$ cat src/rtl/core/etc2_pkg.sv
// Package: shared types, tables and helpers for the ETC2/EAC block decoder.
`default_nettype none
package etc2_pkg;

  typedef enum logic [2:0] {
    MODE_ETC1,
    MODE_T,
    MODE_H,
    MODE_PLANAR
  } mode_t;

  // per-block setup decoded once, shared by every pixel lane
  typedef struct packed {
    mode_t       mode;
    logic [7:0]  r1, g1, b1, r2, g2, b2;
    logic [2:0]  cw1, cw2;
    logic        flip;
    logic [6:0]  tdist;
    logic [7:0]  ro, go, bo, rh, gh, bh, rv, gv, bv;
    logic [31:0] idx;
    logic        alpha_on;
    logic [7:0]  abase;
    logic [3:0]  amult;
    logic [3:0]  atab;
    logic [47:0] aidx;
  } setup_t;

  function automatic logic [6:0] dist_lut(input logic [2:0] k);
    logic [6:0] d;
    unique case (k)
      3'd0: d = 7'd3;
      3'd1: d = 7'd6;
      3'd2: d = 7'd11;
      3'd3: d = 7'd16;
      3'd4: d = 7'd23;
      3'd5: d = 7'd32;
      3'd6: d = 7'd41;
      default: d = 7'd64;
    endcase
    return d;
  endfunction

  function automatic logic [7:0] etc1_lut(input logic [2:0] cw, input logic lsb);
    logic [7:0] a, b;
    unique case (cw)
      3'd0: begin a = 8'd2;  b = 8'd8;   end
      3'd1: begin a = 8'd5;  b = 8'd17;  end
      3'd2: begin a = 8'd9;  b = 8'd29;  end
      3'd3: begin a = 8'd13; b = 8'd42;  end
      3'd4: begin a = 8'd18; b = 8'd60;  end
      3'd5: begin a = 8'd24; b = 8'd80;  end
      3'd6: begin a = 8'd33; b = 8'd106; end
      default: begin a = 8'd47; b = 8'd183; end
    endcase
    return lsb ? b : a;
  endfunction

  // magnitude for index bits 1..0; indices 0..3 negative, 4..7 positive
  function automatic logic [3:0] eac_lut(input logic [3:0] t, input logic [2:0] i);
    logic [15:0] row;
    unique case (t)
      4'd0:  row = {4'd15, 4'd9, 4'd6, 4'd3};
      4'd1:  row = {4'd13, 4'd10, 4'd7, 4'd3};
      4'd2:  row = {4'd13, 4'd8, 4'd5, 4'd2};
      4'd3:  row = {4'd13, 4'd6, 4'd4, 4'd2};
      4'd4:  row = {4'd12, 4'd8, 4'd6, 4'd3};
      4'd5:  row = {4'd11, 4'd9, 4'd7, 4'd3};
      4'd6:  row = {4'd11, 4'd8, 4'd7, 4'd4};
      4'd7:  row = {4'd11, 4'd8, 4'd5, 4'd3};
      4'd8:  row = {4'd10, 4'd8, 4'd6, 4'd2};
      4'd9:  row = {4'd10, 4'd8, 4'd5, 4'd2};
      4'd10: row = {4'd10, 4'd8, 4'd4, 4'd2};
      4'd11: row = {4'd10, 4'd7, 4'd5, 4'd2};
      4'd12: row = {4'd10, 4'd7, 4'd4, 4'd3};
      4'd13: row = {4'd10, 4'd3, 4'd2, 4'd1};
      4'd14: row = {4'd9, 4'd8, 4'd6, 4'd4};
      default: row = {4'd9, 4'd7, 4'd5, 4'd3};
    endcase
    // positive entries are the negative ones less one
    return i[2] ? (row[i[1:0]*4 +: 4] - 4'd1) : row[i[1:0]*4 +: 4];
  endfunction

  function automatic logic [7:0] clamp8(input logic signed [11:0] v);
    if (v < 0) return 8'd0;
    if (v > 12'sd255) return 8'd255;
    return v[7:0];
  endfunction

  function automatic logic [7:0] ext4(input logic [3:0] a);
    return {a, a};
  endfunction

  function automatic logic [7:0] ext5(input logic [4:0] a);
    return {a, a[4:2]};
  endfunction

  function automatic logic [7:0] ext6(input logic [5:0] a);
    return {a, a[5:4]};
  endfunction

  function automatic logic [7:0] ext7(input logic [6:0] a);
    return {a, a[6]};
  endfunction

  function automatic logic signed [3:0] s3(input logic [2:0] a);
    return {a[2], a};
  endfunction

endpackage
`default_nettype wire

$ cat src/rtl/core/etc2_setup.sv
// Block setup: mode detection and base colour / alpha parameter extraction.
`default_nettype none
module etc2_setup (
  input  wire logic [63:0]     color_block,
  input  wire logic [63:0]     alpha_block,
  input  wire logic            alpha_on,
  output etc2_pkg::setup_t     setup
);
  import etc2_pkg::*;

  logic [7:0] b0, b1, b2, b3, b4, b5, b6, b7;
  logic signed [5:0] rs, gs, bs;
  logic [7:0] tr1, tg1, tb1, tr2, tg2, tb2;
  logic [7:0] hr1, hg1, hb1, hr2, hg2, hb2;
  logic       hge;

  always_comb begin
    {b0, b1, b2, b3, b4, b5, b6, b7} = color_block;
    rs = $signed({1'b0, b0[7:3]}) + 6'(s3(b0[2:0]));
    gs = $signed({1'b0, b1[7:3]}) + 6'(s3(b1[2:0]));
    bs = $signed({1'b0, b2[7:3]}) + 6'(s3(b2[2:0]));

    tr1 = ext4({b0[4:3], b0[1:0]});
    tg1 = ext4(b1[7:4]);
    tb1 = ext4(b1[3:0]);
    tr2 = ext4(b2[7:4]);
    tg2 = ext4(b2[3:0]);
    tb2 = ext4(b3[7:4]);

    hr1 = ext4(b0[6:3]);
    hg1 = ext4({b0[2:0], b1[4]});
    hb1 = ext4({b1[3], b1[1:0], b2[7]});
    hr2 = ext4(b2[6:3]);
    hg2 = ext4({b2[2:0], b3[7]});
    hb2 = ext4(b3[6:3]);
    hge = {hr1, hg1, hb1} >= {hr2, hg2, hb2};

    setup = '0;
    setup.cw1  = b3[7:5];
    setup.cw2  = b3[4:2];
    setup.flip = b3[0];
    setup.idx  = color_block[31:0];
    setup.alpha_on = alpha_on;
    setup.abase = alpha_block[63:56];
    setup.amult = alpha_block[55:52];
    setup.atab  = alpha_block[51:48];
    setup.aidx  = alpha_block[47:0];
    setup.ro = ext6(b0[6:1]);
    setup.go = ext7({b0[0], b1[6:1]});
    setup.bo = ext6({b1[0], b2[4:3], b2[1:0], b3[7]});
    setup.rh = ext6({b3[6:2], b3[0]});
    setup.gh = ext7(b4[7:1]);
    setup.bh = ext6({b4[0], b5[7:3]});
    setup.rv = ext6({b5[2:0], b6[7:5]});
    setup.gv = ext7({b6[4:0], b7[7:6]});
    setup.bv = ext6(b7[5:0]);

    if (!b3[1]) begin
      setup.mode = MODE_ETC1;
      setup.r1 = ext4(b0[7:4]); setup.r2 = ext4(b0[3:0]);
      setup.g1 = ext4(b1[7:4]); setup.g2 = ext4(b1[3:0]);
      setup.b1 = ext4(b2[7:4]); setup.b2 = ext4(b2[3:0]);
    end else if (rs < 0 || rs > 6'sd31) begin
      setup.mode = MODE_T;
      setup.tdist = dist_lut({b3[3:2], b3[0]});
      {setup.r1, setup.g1, setup.b1, setup.r2, setup.g2, setup.b2} =
        {tr1, tg1, tb1, tr2, tg2, tb2};
    end else if (gs < 0 || gs > 6'sd31) begin
      setup.mode = MODE_H;
      setup.tdist = dist_lut({b3[2], b3[0], hge});
      {setup.r1, setup.g1, setup.b1, setup.r2, setup.g2, setup.b2} =
        {hr1, hg1, hb1, hr2, hg2, hb2};
    end else if (bs < 0 || bs > 6'sd31) begin
      setup.mode = MODE_PLANAR;
    end else begin
      setup.mode = MODE_ETC1;
      setup.r1 = ext5(b0[7:3]); setup.r2 = ext5(rs[4:0]);
      setup.g1 = ext5(b1[7:3]); setup.g2 = ext5(gs[4:0]);
      setup.b1 = ext5(b2[7:3]); setup.b2 = ext5(bs[4:0]);
    end
  end
endmodule
`default_nettype wire

$ cat config.mk
export PLATFORM = sky130hd
export DESIGN_NAME = etc2_setup
export DESIGN_NICKNAME = d
export VERILOG_FILES = /design/src/rtl/core/etc2_pkg.sv /design/src/rtl/core/etc2_setup.sv
export SDC_FILE = /design/constraint.sdc
export NUM_CORES = 1
export LEC_CHECK = 0
export BUFFER_PORTS_ARGS = -buffer_cell sky130_fd_sc_hd__buf_2
export CAP_MARGIN = 25
export CORE_AREA = 2 2 140 142
export DETAILED_ROUTE_END_ITERATION = 7
export DIE_AREA = 0 0 142 144
export GPL_ROUTABILITY_DRIVEN = 0
export PLACE_DENSITY = 0.54
export REMOVE_ABC_BUFFERS = 1
export SLEW_MARGIN = 20
export SYNTH_ARGS = -nofsm -noshare
export SYNTH_HDL_FRONTEND = slang
export SYNTH_SLANG_ARGS = --single-unit
export TNS_END_PERCENT = 20
$ cat constraint.sdc
create_clock -name vclk -period 1.9
set_input_delay 0 -clock vclk [all_inputs]
set_output_delay 0 -clock vclk [all_outputs]
set_load 0.01 [all_outputs]
# ---- Word level (Yosys, flattened, before mapping)
# Cells that the tools add are included.
dict set report totals {
  elab_cells 37
  regBits 0
  output_inout_bits 234
}
dict set report op_classes {
  addsub 3
  n_eq_ne 12
  order_cmp 7
  reduce_logical 5
  n_mux 10
}
# op n
set op_table {}
lappend op_table {{$mux 50} 3}
lappend op_table {{$pmux 7 s7} 2}
lappend op_table {{$mux 48} 1}
lappend op_table {{$ge 24x24->1} 1}
lappend op_table {{$mux 7} 3}
lappend op_table {{$add 6x3->6} 3}
lappend op_table {{$eq 3x3->1 const B} 6}
lappend op_table {{$gt 6x6->1 const B} 3}
lappend op_table {{$lt 6x1->1 const B} 3}
lappend op_table {{$eq 3x2->1 const B} 4}
lappend op_table {{$eq 3x1->1 const B} 2}
lappend op_table {{$logic_not 3->1} 2}
lappend op_table {{$logic_or 1x1->1} 3}
lappend op_table {{$mux 2} 1}

# ---- Longest topological paths before layout
dict set report logic_depth {
  depth_word 7
  ltp_mapped 9
}

# ---- Worst setup path after synthesis
# No wires, ideal clock.
dict set report synth_path {
  kind {in2out}
  startpoint {in color_block[58]}
  endpoint {out setup[188] (netlist name)}
  slack_ns 0.160
  n_path_buf 1
  arrival_time_ns 1.740
  path_stages 8
  cell_sequence {ha_1 -> or3b_1 -> o211ai_1 -> nor3_4 -> and2_1 -> buf_2 -> a221oi_1 -> o22ai_1}
}
# element line
set synth_rtl {}
lappend synth_rtl {{start: declaration} etc2_setup.sv:4} ;# input wire logic [63:0] color_block,
lappend synth_rtl {{end: declaration} etc2_setup.sv:7} ;# output etc2_pkg::setup_t setup

==> impl_metrics.yaml <==
status:
  outcome: "complete, but fails checks"
  violations: "negative setup slack"
detailed_routing:
  highest_layer: "met5"
  wl_met3_um: 7680
  met1_length_um: 7540
  dr.pass1.iters: 4
  drc: 0
  drt-total-wl_um: 30100
  vias_per_cell: 4.92
  ant_nets: 0
  vias: 3767
  wl_per_cell_um: 39.3
  drt_iter0_drc: 246
  met2_length_um: 13200
die:
  core_um2: 19100
  ios: 363
  dieArea_um2: 20400
  die_y_um: 144
  num_rows: 51
  die_w_um: 142
  start_util_pct: 18.1
placement:
  portBuffers: 128
  detailed_place_hpwl_um: 27400
cells_and_area:
  areaGrowthSynthToFinish_pct: 29.4
  drive_above_1_share_pct: 58.4
  final.clkbuf_count: 0
  fill_cells: 2117
  diodes: 0
  final_nets: 688
  final-seq-area_um2: 0
  seq_cells: 0
  multiInputGateArea_um2: 2410
sta:
  setup_ws_ns: -0.0699
  final_max_slew_viol_count: 0
  final-hold-violation-count: 0
  fin_crit_sh_pct: 104
  whs_ns: 0.0000698
  rsz0062_at_grt: "yes"
  setup_viol: 28
  tns_ns: -0.710
  worstMarginPinSlew_ns: 0.836
  finalCriticalPeriod_ns: 1.97
  clock.fmax_mhz: 508
  relSlewSlack_pct: 43.9
hold_path:
  worst_hold_path_type: "in2out"
  min_from: "color_block[7]"
  whs_path_depth: 0
  hold_end: "setup[107]"
setup_path:
  cp.arrival_ns: 1.97
  required_ns: 1.90
  endpoint_kind: "primary output"
  start_kind: "input port"
  worst-setup-path-type: "in2out"
  crit_fanout: 5
synthesis:
  syn_area_um2: 3450
  syn-instance-count: 483
  yosysUniqueCellTypes: 61
  ys.warnings.count: 0
  synth_seq_area_share_pct: 0
  syn_area_per_cell_um2: 7.14
grt:
  grt_pass1_wl_um: 37100
  grt_usage_pct: 28.0
  grt_max_degree: 32
  grt_pass1_vias: 3530
  grt_overflow: 0
  antenna_found_initial: 0
power_and_ir_drop:
  power.density_nw_per_um2: 385
  ir_drop_mv: 0.136
  power.leakage_uw: 0.00219
clocking:
  ctsHoldBuffers: 0
job:
  cap_viol_max_count: 0
## cell usage in the layout, fill, tap and decap left out, types with 3 or more instances in the layout
cell      netlist  layout
buf_2           8     118
buf_4         178      90
inv_1          29      29
o21ai_1         4      26
buf_6           2      24
a21o_1         23      23
nor2_1         19      18
ha_1           27      17
nand2_1        17      16
o21ai_0        41      11
ha_4            0       9
a221oi_2        0       8
a21oi_1        12       8
and3_1         10       8
o211ai_1        6       6
o21ai_2         1       5
o21ai_4         0       4
nor3b_1         5       4
nand2b_1        4       4
a221oi_4        0       4
nand4_1         4       4
a21oi_2         0       4
o22ai_1         6       4
buf_12          0       4
nand3_4         1       3
o22a_1          3       3
o21a_1          4       3
xnor2_1         3       3
a211o_1         3       3
xor2_1          3       3
fa_1            3       3
## cell usage after synthesis (6+ instances only)
library cell  instances  area (um2)
buf_4               178        1340
o21ai_0              41         205
inv_1                29         109
ha_1                 27         338
a21o_1               23         173
nor2_1               19        71.3
nand2_1              17        63.8
a21oi_1              12        60.1
a221oi_1             12         105
and3_1               10        62.6
buf_2                 8        40.0
o211ai_1              6        45.0
o22ai_1               6        37.5
## worst max path at each step
| stage | start | to | slack [ns] | cells past startpoint |
|---|---|---|---|---|
| after floorplan | color_block[50] | setup[189] | -0.47 | 7 |
| after detailed placement | color_block[57] | setup[216] | -0.32 | 11 |
| after CTS | color_block[60] | setup[173] | -0.10 | 11 |
| after global placement | color_block[49] | setup[216] | -0.33 | 11 |
| after global routing | color_block[60] | setup[171] | -0.15 | 11 |
| final | color_block[60] | setup[173] | -0.07 | 11 |
## routing by layer
metal / vias to the layer above / GRT usage [%]
met3: 40 / 32.4
met1: 1691 / 20.8
met2: 418 / 44.3
met5: - / 6.52
met4: 4 / 10.7
li1: 1614 / -
## kinds of logic (layout without fill, tap and decap cells)
logic type               Yosys count  count (layout)  share of synthesized area, %
AND/OR/NAND/NOR                   79              79                          13.6
buffers and inverters            224             268                          44.5
XOR/XNOR                           6               6                          1.52
other                              1               1                         0.109
adder cells (fa/ha/maj)           30              30                          11.5
AO/OA/AOI/OAI                    142             142                          28.5
multiplexers                       1               1                         0.290
## layout make-up
type	count	share of cell area (%)
tap	238	6.67
timing repair buffer	238	36.9
inverter	30	2.52
multi-input combinational	259	53.9
## report_power, final
part,total [uW],internal [uW],switching (uW)
registers,0,0,0
logic,1720,823,898
clock network,0,0,0
## critical path, cell delays in order
cell and delay, ns:
buf_8 0.10, ha_4 0.24, a211oi_4 0.26, buf_6 0.15, nor4b_4 0.05, nor3_4 0.31
buf_6 0.17, nand3_4 0.10, o311ai_1 0.30, o21a_1 0.16, buf_2 0.12
## repair_timing
action | in CTS | in global routing
buffers inserted | 12 | 2
endpoints found under the setup margin | 57 | 54
hold endpoints to repair | 0 | 0
gates resized for setup | 91 | 62
cloned | 0 | 0
pin swaps | 31 | 22
## per-stage QoR
| stage | setup slack, ns | total power (uW) | area [um2] | std cells | utilization, % |
|---|---|---|---|---|---|
| floorplan | -0.467 | 605 | 2030 | 289 | - |
| global placement | -0.331 | 1350 | 3710 | 753 | 19.5 |
| detailed placement | -0.318 | 1350 | 3710 | 753 | 19.5 |
| CTS | -0.102 | 1570 | 4200 | 763 | 22.0 |
| global route | -0.147 | 1840 | 4460 | 765 | 23.4 |
| finish | -0.0699 | 1720 | 4460 | 765 | 23.4 |
Power figures use the tool's default switching activity.
