$ cat src/rtl/core/etc2_pkg.sv
// Package: shared types, tables and helpers for the ETC2/EAC block decoder.
`default_nettype none
package etc2_pkg;

  typedef enum logic [2:0] {
    MODE_ETC1,
    MODE_T,
    MODE_H,
    MODE_PLANAR
  } mode_t;

  // per-block setup decoded once, shared by every pixel lane
  typedef struct packed {
    mode_t       mode;
    logic [7:0]  r1, g1, b1, r2, g2, b2;
    logic [2:0]  cw1, cw2;
    logic        flip;
    logic [6:0]  tdist;
    logic [7:0]  ro, go, bo, rh, gh, bh, rv, gv, bv;
    logic [31:0] idx;
    logic        alpha_on;
    logic [7:0]  abase;
    logic [3:0]  amult;
    logic [3:0]  atab;
    logic [47:0] aidx;
  } setup_t;

  function automatic logic [6:0] dist_lut(input logic [2:0] k);
    logic [6:0] d;
    unique case (k)
      3'd0: d = 7'd3;
      3'd1: d = 7'd6;
      3'd2: d = 7'd11;
      3'd3: d = 7'd16;
      3'd4: d = 7'd23;
      3'd5: d = 7'd32;
      3'd6: d = 7'd41;
      default: d = 7'd64;
    endcase
    return d;
  endfunction

  function automatic logic [7:0] etc1_lut(input logic [2:0] cw, input logic lsb);
    logic [7:0] a, b;
    unique case (cw)
      3'd0: begin a = 8'd2;  b = 8'd8;   end
      3'd1: begin a = 8'd5;  b = 8'd17;  end
      3'd2: begin a = 8'd9;  b = 8'd29;  end
      3'd3: begin a = 8'd13; b = 8'd42;  end
      3'd4: begin a = 8'd18; b = 8'd60;  end
      3'd5: begin a = 8'd24; b = 8'd80;  end
      3'd6: begin a = 8'd33; b = 8'd106; end
      default: begin a = 8'd47; b = 8'd183; end
    endcase
    return lsb ? b : a;
  endfunction

  // magnitude for index bits 1..0; indices 0..3 negative, 4..7 positive
  function automatic logic [3:0] eac_lut(input logic [3:0] t, input logic [2:0] i);
    logic [15:0] row;
    unique case (t)
      4'd0:  row = {4'd15, 4'd9, 4'd6, 4'd3};
      4'd1:  row = {4'd13, 4'd10, 4'd7, 4'd3};
      4'd2:  row = {4'd13, 4'd8, 4'd5, 4'd2};
      4'd3:  row = {4'd13, 4'd6, 4'd4, 4'd2};
      4'd4:  row = {4'd12, 4'd8, 4'd6, 4'd3};
      4'd5:  row = {4'd11, 4'd9, 4'd7, 4'd3};
      4'd6:  row = {4'd11, 4'd8, 4'd7, 4'd4};
      4'd7:  row = {4'd11, 4'd8, 4'd5, 4'd3};
      4'd8:  row = {4'd10, 4'd8, 4'd6, 4'd2};
      4'd9:  row = {4'd10, 4'd8, 4'd5, 4'd2};
      4'd10: row = {4'd10, 4'd8, 4'd4, 4'd2};
      4'd11: row = {4'd10, 4'd7, 4'd5, 4'd2};
      4'd12: row = {4'd10, 4'd7, 4'd4, 4'd3};
      4'd13: row = {4'd10, 4'd3, 4'd2, 4'd1};
      4'd14: row = {4'd9, 4'd8, 4'd6, 4'd4};
      default: row = {4'd9, 4'd7, 4'd5, 4'd3};
    endcase
    // positive entries are the negative ones less one
    return i[2] ? (row[i[1:0]*4 +: 4] - 4'd1) : row[i[1:0]*4 +: 4];
  endfunction

  function automatic logic [7:0] clamp8(input logic signed [11:0] v);
    if (v < 0) return 8'd0;
    if (v > 12'sd255) return 8'd255;
    return v[7:0];
  endfunction

  function automatic logic [7:0] ext4(input logic [3:0] a);
    return {a, a};
  endfunction

  function automatic logic [7:0] ext5(input logic [4:0] a);
    return {a, a[4:2]};
  endfunction

  function automatic logic [7:0] ext6(input logic [5:0] a);
    return {a, a[5:4]};
  endfunction

  function automatic logic [7:0] ext7(input logic [6:0] a);
    return {a, a[6]};
  endfunction

  function automatic logic signed [3:0] s3(input logic [2:0] a);
    return {a[2], a};
  endfunction

endpackage
`default_nettype wire

$ cat src/rtl/core/etc2_lane.sv
// Pixel lane: decodes one pixel from the block setup.
`default_nettype none
module etc2_lane (
  input  wire etc2_pkg::setup_t setup,
  input  wire logic [1:0]       px_x,
  input  wire logic [1:0]       px_y,
  output logic [31:0]           bgra
);
  import etc2_pkg::*;

  logic [3:0] i;
  logic       msb, lsb, second;
  logic signed [9:0] dl;
  logic [7:0] m;
  logic [7:0] br, bg, bb, r, g, b, a;
  logic [3:0] amag;
  logic [2:0] aidx;
  logic signed [12:0] av;

  function automatic logic [7:0] plan(input logic [7:0] o, input logic [7:0] h,
                                      input logic [7:0] v, input logic [1:0] x,
                                      input logic [1:0] y);
    logic signed [12:0] s;
    s = $signed({3'b0, x}) * ($signed({5'b0, h}) - $signed({5'b0, o}))
      + $signed({3'b0, y}) * ($signed({5'b0, v}) - $signed({5'b0, o}))
      + $signed({3'b0, o, 2'b0}) + 13'sd2;
    return clamp8(12'(s >>> 2));
  endfunction

  always_comb begin
    i   = {px_x, px_y};
    msb = setup.idx[16 + i];
    lsb = setup.idx[i];
    second = setup.flip ? px_y[1] : px_x[1];
    m  = etc1_lut(second ? setup.cw2 : setup.cw1, lsb);
    dl = 10'(0);
    br = second ? setup.r2 : setup.r1;
    bg = second ? setup.g2 : setup.g1;
    bb = second ? setup.b2 : setup.b1;
    r = '0; g = '0; b = '0;
    unique case (setup.mode)
      MODE_ETC1: begin
        dl = msb ? -$signed({2'b0, m}) : $signed({2'b0, m});
      end
      MODE_T: begin
        br = setup.r2; bg = setup.g2; bb = setup.b2;
        unique case ({msb, lsb})
          2'd0: begin br = setup.r1; bg = setup.g1; bb = setup.b1; end
          2'd1: dl = $signed({3'b0, setup.tdist});
          2'd2: dl = 10'(0);
          default: dl = -$signed({3'b0, setup.tdist});
        endcase
      end
      MODE_H: begin
        br = msb ? setup.r2 : setup.r1;
        bg = msb ? setup.g2 : setup.g1;
        bb = msb ? setup.b2 : setup.b1;
        dl = lsb ? -$signed({3'b0, setup.tdist}) : $signed({3'b0, setup.tdist});
      end
      default: dl = 10'(0);
    endcase
    if (setup.mode == MODE_PLANAR) begin
      r = plan(setup.ro, setup.rh, setup.rv, px_x, px_y);
      g = plan(setup.go, setup.gh, setup.gv, px_x, px_y);
      b = plan(setup.bo, setup.bh, setup.bv, px_x, px_y);
    end else begin
      r = clamp8($signed({4'b0, br}) + 12'(dl));
      g = clamp8($signed({4'b0, bg}) + 12'(dl));
      b = clamp8($signed({4'b0, bb}) + 12'(dl));
    end

    aidx = setup.aidx[45 - 3 * i +: 3];
    amag = eac_lut(setup.atab, aidx);
    av = aidx[2]
      ? $signed({5'b0, 8'(amag) * 8'(setup.amult)}) + $signed({5'b0, setup.abase})
      : $signed({5'b0, setup.abase}) - $signed({5'b0, 8'(amag) * 8'(setup.amult)});
    if (setup.alpha_on) begin
      a = clamp8(12'(av));
      if (r > a) r = a;
      if (g > a) g = a;
      if (b > a) b = a;
    end else begin
      a = 8'd255;
    end
    bgra = {a, r, g, b};
  end
endmodule
`default_nettype wire

$ cat config.mk
export PLATFORM = sky130hd
export DESIGN_NAME = etc2_lane
export DESIGN_NICKNAME = d
export VERILOG_FILES = /design/src/rtl/core/etc2_pkg.sv /design/src/rtl/core/etc2_lane.sv
export SDC_FILE = /design/constraint.sdc
export NUM_CORES = 1
export LEC_CHECK = 0
export BUFFER_PORTS_ARGS = -buffer_cell sky130_fd_sc_hd__buf_4
export CAP_MARGIN = 30
export CORE_ASPECT_RATIO = 1.25
export CORE_MARGIN = 2
export CORE_UTILIZATION = 25
export DETAILED_ROUTE_END_ITERATION = 10
export GPL_TIMING_DRIVEN = 0
export PLACE_DENSITY = 0.48
export SLEW_MARGIN = 20
export SYNTH_ARGS = -nofsm -noshare
export SYNTH_HDL_FRONTEND = slang
export SYNTH_SLANG_ARGS = --single-unit
$ cat constraint.sdc
create_clock -name vclk -period 10.05
set_input_delay 0.5025 -clock vclk [all_inputs]
set_output_delay 0.5025 -clock vclk [all_outputs]
set_load 0.05 [all_outputs]
# After elaboration in Yosys (flattened, before gate mapping)
# Memory sizes are Yosys's and may differ from the RTL's.
# Cells that the tools add are included.
classes:
  add_sub_neg: 25
  multipliers: 8
  n_div: 0
  magnitude_cmp: 19
  eq_ne: 11
  shift: 2
  n_mux: 101
  bitwise_logic: 0
  reduce_logical: 4
ops:
  columns: ["cell", "n"]
  rows:
  - ["2-to-1 mux 8 bit", 49]
  - ["multiplier 3 x 9 -> 12 bit", 6]
  - ["> comparator 11 x 9 -> 1 bit, second input constant", 6]
  - ["< comparator 11 x 1 -> 1 bit, second input constant", 6]
  - ["subtractor 8 x 8 -> 9 bit", 7]
  - ["one-hot mux 8 bit (7 select lines)", 1]
  - ["one-hot mux 8 bit (2 select lines)", 3]
  - ["indexed part select 48 x 33 -> 3 bit", 1]
  - ["one-hot mux 6 bit (7 select lines)", 1]
  - ["adder 12 x 12 -> 13 bit", 3]
  - ["adder 13 x 11 -> 13 bit", 3]
  - ["adder 13 x 3 -> 13 bit, second input constant", 3]
  - ["2-to-1 mux 1 bit", 38]
  - ["adder 9 x 10 -> 11 bit", 3]
  - ["one-hot mux 10 bit (3 select lines)", 1]
  - ["> comparator 8 bit", 3]
  - ["2-to-1 mux 10 bit", 2]
  - ["one-hot mux 10 bit (2 select lines)", 1]
  - ["indexed part select 16 x 5 -> 4 bit", 1]
  - ["equality test 3 x 2 -> 1 bit, second input constant", 4]
  - ["> comparator 12 x 9 -> 1 bit, second input constant", 1]
  - ["< comparator 12 x 1 -> 1 bit, second input constant", 1]
  - ["2-to-1 mux 12 bit", 1]
  - ["negator 7 -> 10 bit", 1]
  - ["20 further kinds", 24]
totals:
  regBits: 0
  latch_bits: 0
  ramBits: 0
  rom_bits: 208
  input_bits: 238
  output_inout_bits: 32
  word_cells: 171
  memories: 1
mem_list:
  columns: ["name", "depth", "width", "read_ports", "rd_clocked_by_memory_dff", "write_ports", "line", "rtl"]
  rows:
  - ["(name not given)", 16, 13, 1, 0, 0, "etc2_pkg.sv:61", "unique case (t)"]

# Logic depth before layout (Yosys ltp)
logic_depth:
  ltp_word: 20
  ltp_mapped: 42
  depth_no_buf: 41

# Worst setup path after synthesis
# Ideal clock, no wire load.
synth_path:
  kind: "input to output"
  from: "input port px_x[1]"
  to: "output port bgra[13]"
  arrival_time_ns: 10.070
  setup_slack_ns: -0.522
  path_stages: 38
  n_path_buf: 3
  path_cell_list: "buf_2 > inv_2 > fa_1 > xnor2_2 > mux4_2 > mux2_2 > a211o_1 > a31oi_4 > mux4_2 > nor3b_1 > xor2_1 > nand2_1 > fa_1 > fa_1 > inv_1 > ha_1 > a21o_1 > a21oi_1 > [2 not listed] > xnor2_1 > ha_1 > inv_1 > a21oi_1 > o31a_1 > clkbuf_1 > o311ai_0 > a21oi_1 > ha_1 > a21o_1 > a21o_1 > a21oi_1 > o21ai_0 > and2_1 > and2_1 > a221o_1 > buf_2 > mux2i_1"
synth_between:
  elab_chain_len: 19
  elab_cells_between_ends: 80
synth_lines:
  columns: ["element", "line", "rtl"]
  rows:
  - ["start, declared", "etc2_lane.sv:5", "input wire logic [1:0] px_x,"]
  - ["multiplier 2 x 4 -> 6 bit or 2-to-1 mux 1 bit (tied branches)", "etc2_lane.sv:72, etc2_lane.sv:34", null]
  - ["subtractor 6 x 6 -> 7 bit or 2-to-1 mux 3 bit (tied branches)", "etc2_lane.sv:72, etc2_lane.sv:35", null]
  - ["indexed part select 48 x 33 -> 3 bit (tied with other cells)", "etc2_lane.sv:72", "aidx = setup.aidx[45 - 3 * i +: 3];"]
  - ["indexed part select 16 x 5 -> 4 bit (tied with other cells)", "etc2_pkg.sv:80", "return i[2] ? (row[i[1:0]*4 +: 4] - 4'd1) : row[i[1:0]*4 +: 4];"]
  - ["subtractor 4 x 1 -> 4 bit or 2-to-1 mux 8 bit (tied branches)", "etc2_pkg.sv:80, etc2_pkg.sv:55", null]
  - ["2-to-1 mux 4 bit or negator 8 -> 10 bit (tied branches)", "etc2_pkg.sv:80, etc2_lane.sv:43", null]
  - ["multiplier 4 x 4 -> 8 bit or 2-to-1 mux 10 bit (tied branches)", "etc2_lane.sv:75, etc2_lane.sv:76, etc2_lane.sv:43", null]
  - ["subtractor 8 x 8 -> 9 bit (tied with other cells)", "etc2_lane.sv:76", ": $signed({5'b0, setup.abase}) - $signed({5'b0, 8'(amag) * 8'(setup.amult)});"]
  - ["[2 not listed]", null, null]
  - ["2-to-1 mux 1 bit (2 in series)", "etc2_pkg.sv:85", "if (v > 12'sd255) return 8'd255;"]
  - ["2-to-1 mux 1 bit (on tied branches)", "etc2_lane.sv:77, etc2_lane.sv:62", null]
  - ["2-to-1 mux 8 bit", "etc2_pkg.sv:86", "return v[7:0];"]
  - ["2-to-1 mux 8 bit", "etc2_pkg.sv:85", null]
  - ["2-to-1 mux 8 bit (on tied branches)", "etc2_lane.sv:77, etc2_lane.sv:62", null]
  - ["> comparator 8 bit", "etc2_lane.sv:80", "if (g > a) g = a;"]
  - ["2-to-1 mux 8 bit", "etc2_lane.sv:80", null]
  - ["2-to-1 mux 8 bit *", "etc2_lane.sv:77", "if (setup.alpha_on) begin"]
  - ["end, declared", "etc2_lane.sv:7", "output logic [31:0] bgra"]
# Every way passes the cells marked *; elsewhere a longest branch is shown, timed or not. The select of a mux whose other input is x is not followed.

# Final worst setup path
layout_path:
  from: "input port px_y[1]"
  to: "output port bgra[14]"
layout_between:
  elab_chain_len: 19
  elab_cells_between_ends: 80
layout_lines:
  columns: ["element", "line", "rtl"]
  rows:
  - ["start, declared", "etc2_lane.sv:6", "input wire logic [1:0] px_y,"]
  - ["multiplier 2 x 4 -> 6 bit or 2-to-1 mux 1 bit (tied branches)", "etc2_lane.sv:72, etc2_lane.sv:34", null]
  - ["subtractor 6 x 6 -> 7 bit or 2-to-1 mux 3 bit (tied branches)", "etc2_lane.sv:72, etc2_lane.sv:35", null]
  - ["indexed part select 48 x 33 -> 3 bit (tied with other cells)", "etc2_lane.sv:72", null]
  - ["indexed part select 16 x 5 -> 4 bit (tied with other cells)", "etc2_pkg.sv:80", null]
  - ["subtractor 4 x 1 -> 4 bit or 2-to-1 mux 8 bit (tied branches)", "etc2_pkg.sv:80, etc2_pkg.sv:55", null]
  - ["2-to-1 mux 4 bit or negator 8 -> 10 bit (tied branches)", "etc2_pkg.sv:80, etc2_lane.sv:43", null]
  - ["multiplier 4 x 4 -> 8 bit or 2-to-1 mux 10 bit (tied branches)", "etc2_lane.sv:75, etc2_lane.sv:76, etc2_lane.sv:43", null]
  - ["subtractor 8 x 8 -> 9 bit (tied with other cells)", "etc2_lane.sv:76", null]
  - ["[2 not listed]", null, null]
  - ["2-to-1 mux 1 bit (2 in series)", "etc2_pkg.sv:85", null]
  - ["2-to-1 mux 1 bit (on tied branches)", "etc2_lane.sv:77, etc2_lane.sv:62", null]
  - ["2-to-1 mux 8 bit", "etc2_pkg.sv:86", null]
  - ["2-to-1 mux 8 bit", "etc2_pkg.sv:85", null]
  - ["2-to-1 mux 8 bit (on tied branches)", "etc2_lane.sv:77, etc2_lane.sv:62", null]
  - ["> comparator 8 bit", "etc2_lane.sv:80", null]
  - ["2-to-1 mux 8 bit", "etc2_lane.sv:80", null]
  - ["2-to-1 mux 8 bit *", "etc2_lane.sv:77", null]
# Marked as above.

==> metrics <==
Synth area leader ha_1; row count 95; CP max FO 7; largest family of logic cells by synthesized area adder cells; max_cap viols 0; Util after Layout 33.0%; count leader, synth inv_1; GPL Wtd Cong 0.894; Final #Nets 2566; vias in the first global route 13586; area share of and/or/nand/nor cells after synthesis 16.2%; DRT Pass-1 Iters 5; Netlist cell types 82; compound-cell area share of the yosys netlist 18.7%; total track usage 16.8%; routed len/inst 17.6 um; DRC viols 0; first-pass GRT wire length 74600 um; status complete, but fails checks; Final Hold Fails 0; post-DP HPWL 41800 um; Post-Syn Instances 1665; RSZ-0062 raised after global routing true; Ys Warns 0; violated checks negative setup slack; I/O pin count 270; clock buffer count 0; mux share of post-synthesis cell area 13.6%; xor/xnor cell area share of the yosys netlist 6.42%; Setup violations, final 13; sequential share of the synthesized area 0%; CP Launch Type input pin; Post-Route WL 47800 um; initial antenna violation count 1; share of cells above drive strength 1 25.8%; Adder-Cell Fraction of Synth Area 36.2%; Crit Path Category in2out; fill cell count 5696; crit path capture type output pin; Synth area leaders ha_1 22%, fa_1 14%, mux4_2 7.1%; Largest stage delay, worst path 0.70 ns; top cell type's share of synthesized area 21.8%; Mapped Area 13600 um2; crit share post-route 101%; Mapped Nets 2238; vias per cell 4.77; die height 265 um; full die area 56400 um2; initial DRC count 579; fin crit period 10.17 ns; sequential cells 0; fin worst setup slack -0.122 ns; Placeable Area 53800 um2; top post-synthesis cells by count 254 x inv_1, 237 x ha_1, 110 x and2_1, 98 x fa_1, 96 x a21oi_1; Worst Tran Pin Value 0.908 ns; CTS Hold Bufs 0; worst rel slew slack 38.8%; gr ovfl total 0; Syn-to-layout area delta 30.5%; crit path DAT 9.67 ns; antenna-violating nets left 0; CP required 9.55 ns; pin count of the biggest net entering global routing 20; slowest CP cell fa_2; Slew Viols, Final 0; Syn Area/Cell 8.18 um2; initial core utilization 25.3%; Hold/Removal Path Class in2out; die width 213 um; total area of sequential cells 0 um2; Fmax 98.3 MHz; vias 12966; Port Buffers 266
-- cell type report --
cell class,instances,area (um2),area share (%)
Buffer,51,312,1.75
Multi-Input combinational cell,1358,12900,72.8
Timing Repair Buffer,327,2650,14.9
Inverter,255,970,5.45
Tap cell,727,910,5.12
Antenna cell,1,2.50,0.0141
-- per-stage QoR --
stage	hold WS, ns	worst slack (ns)	instance area [um2]	setup TNS (ns)	instances
after floorplan	1.40	0.0227	13800	0	1665
after global placement	1.65	-2.43	16700	-53.64	2658
final	1.59	-0.122	17800	-1.06	2719
after CTS	1.61	-0.116	17600	-1.09	2708
after detailed placement	1.64	-2.20	16700	-46.74	2661
after global routing	1.61	-0.488	17800	-8.35	2719
-- worst max-delay path: cells and delay by family --
| family | cells | cell delay, ns |
|---|---|---|
| AO/OA/AOI/OAI | 13 | 2.43 |
| XOR/XNOR | 3 | 0.57 |
| adder cells (fa/ha/maj) | 7 | 2.73 |
| buffers and inverters | 8 | 1.06 |
| multiplexers | 4 | 1.73 |
| AND/OR/NAND/NOR | 4 | 0.59 |
-- cell usage in the layout, fill, tap and decap left out, types with 33 or more instances in the layout --
master	n
mux2i_1	33
ha_1	227
nand2_1	74
a21o_1	47
inv_1	252
fa_1	95
and2_1	107
o21ai_0	71
buf_4	294
a21oi_1	85
nor2_1	81
mux4_2	43
xnor2_1	61
-- per-layer routing --
layer	GRT usage, %	vias to the layer above	part of all wire, %
li1	-	6441	-
met1	20.7	6207	43
met2	31.8	270	51
met3	1.00	48	3.4
met4	3.55	0	2.5
met5	0	-	0
-- path summary, 6_finish.rpt --
path	to	from	slack, ns	depth (start not counted)
worst max-delay path	bgra[14]	px_y[1]	-0.12	39
worst min-delay path	bgra[10]	setup[64]	1.59	4
-- kinds of logic (layout without fill, tap and decap cells) --
kind of cell / after synthesis / after routing
XOR/XNOR: 99 / 99
AO/OA/AOI/OAI: 386 / 386
buffers and inverters: 307 / 633
multiplexers: 124 / 124
other: 0 / 1
AND/OR/NAND/NOR: 414 / 414
adder cells (fa/ha/maj): 335 / 335
-- what timing repair did --
action	4_1_cts	5_1_grt
gates resized for setup	104	30
cloned	1	0
pin swaps	33	17
setup buffers	49	10
endpoints found under the setup margin	27	25
Power is left out: the tool's default activity adds up to more than one toggle a clock period on the data nets, which glitch-free logic cannot reach.
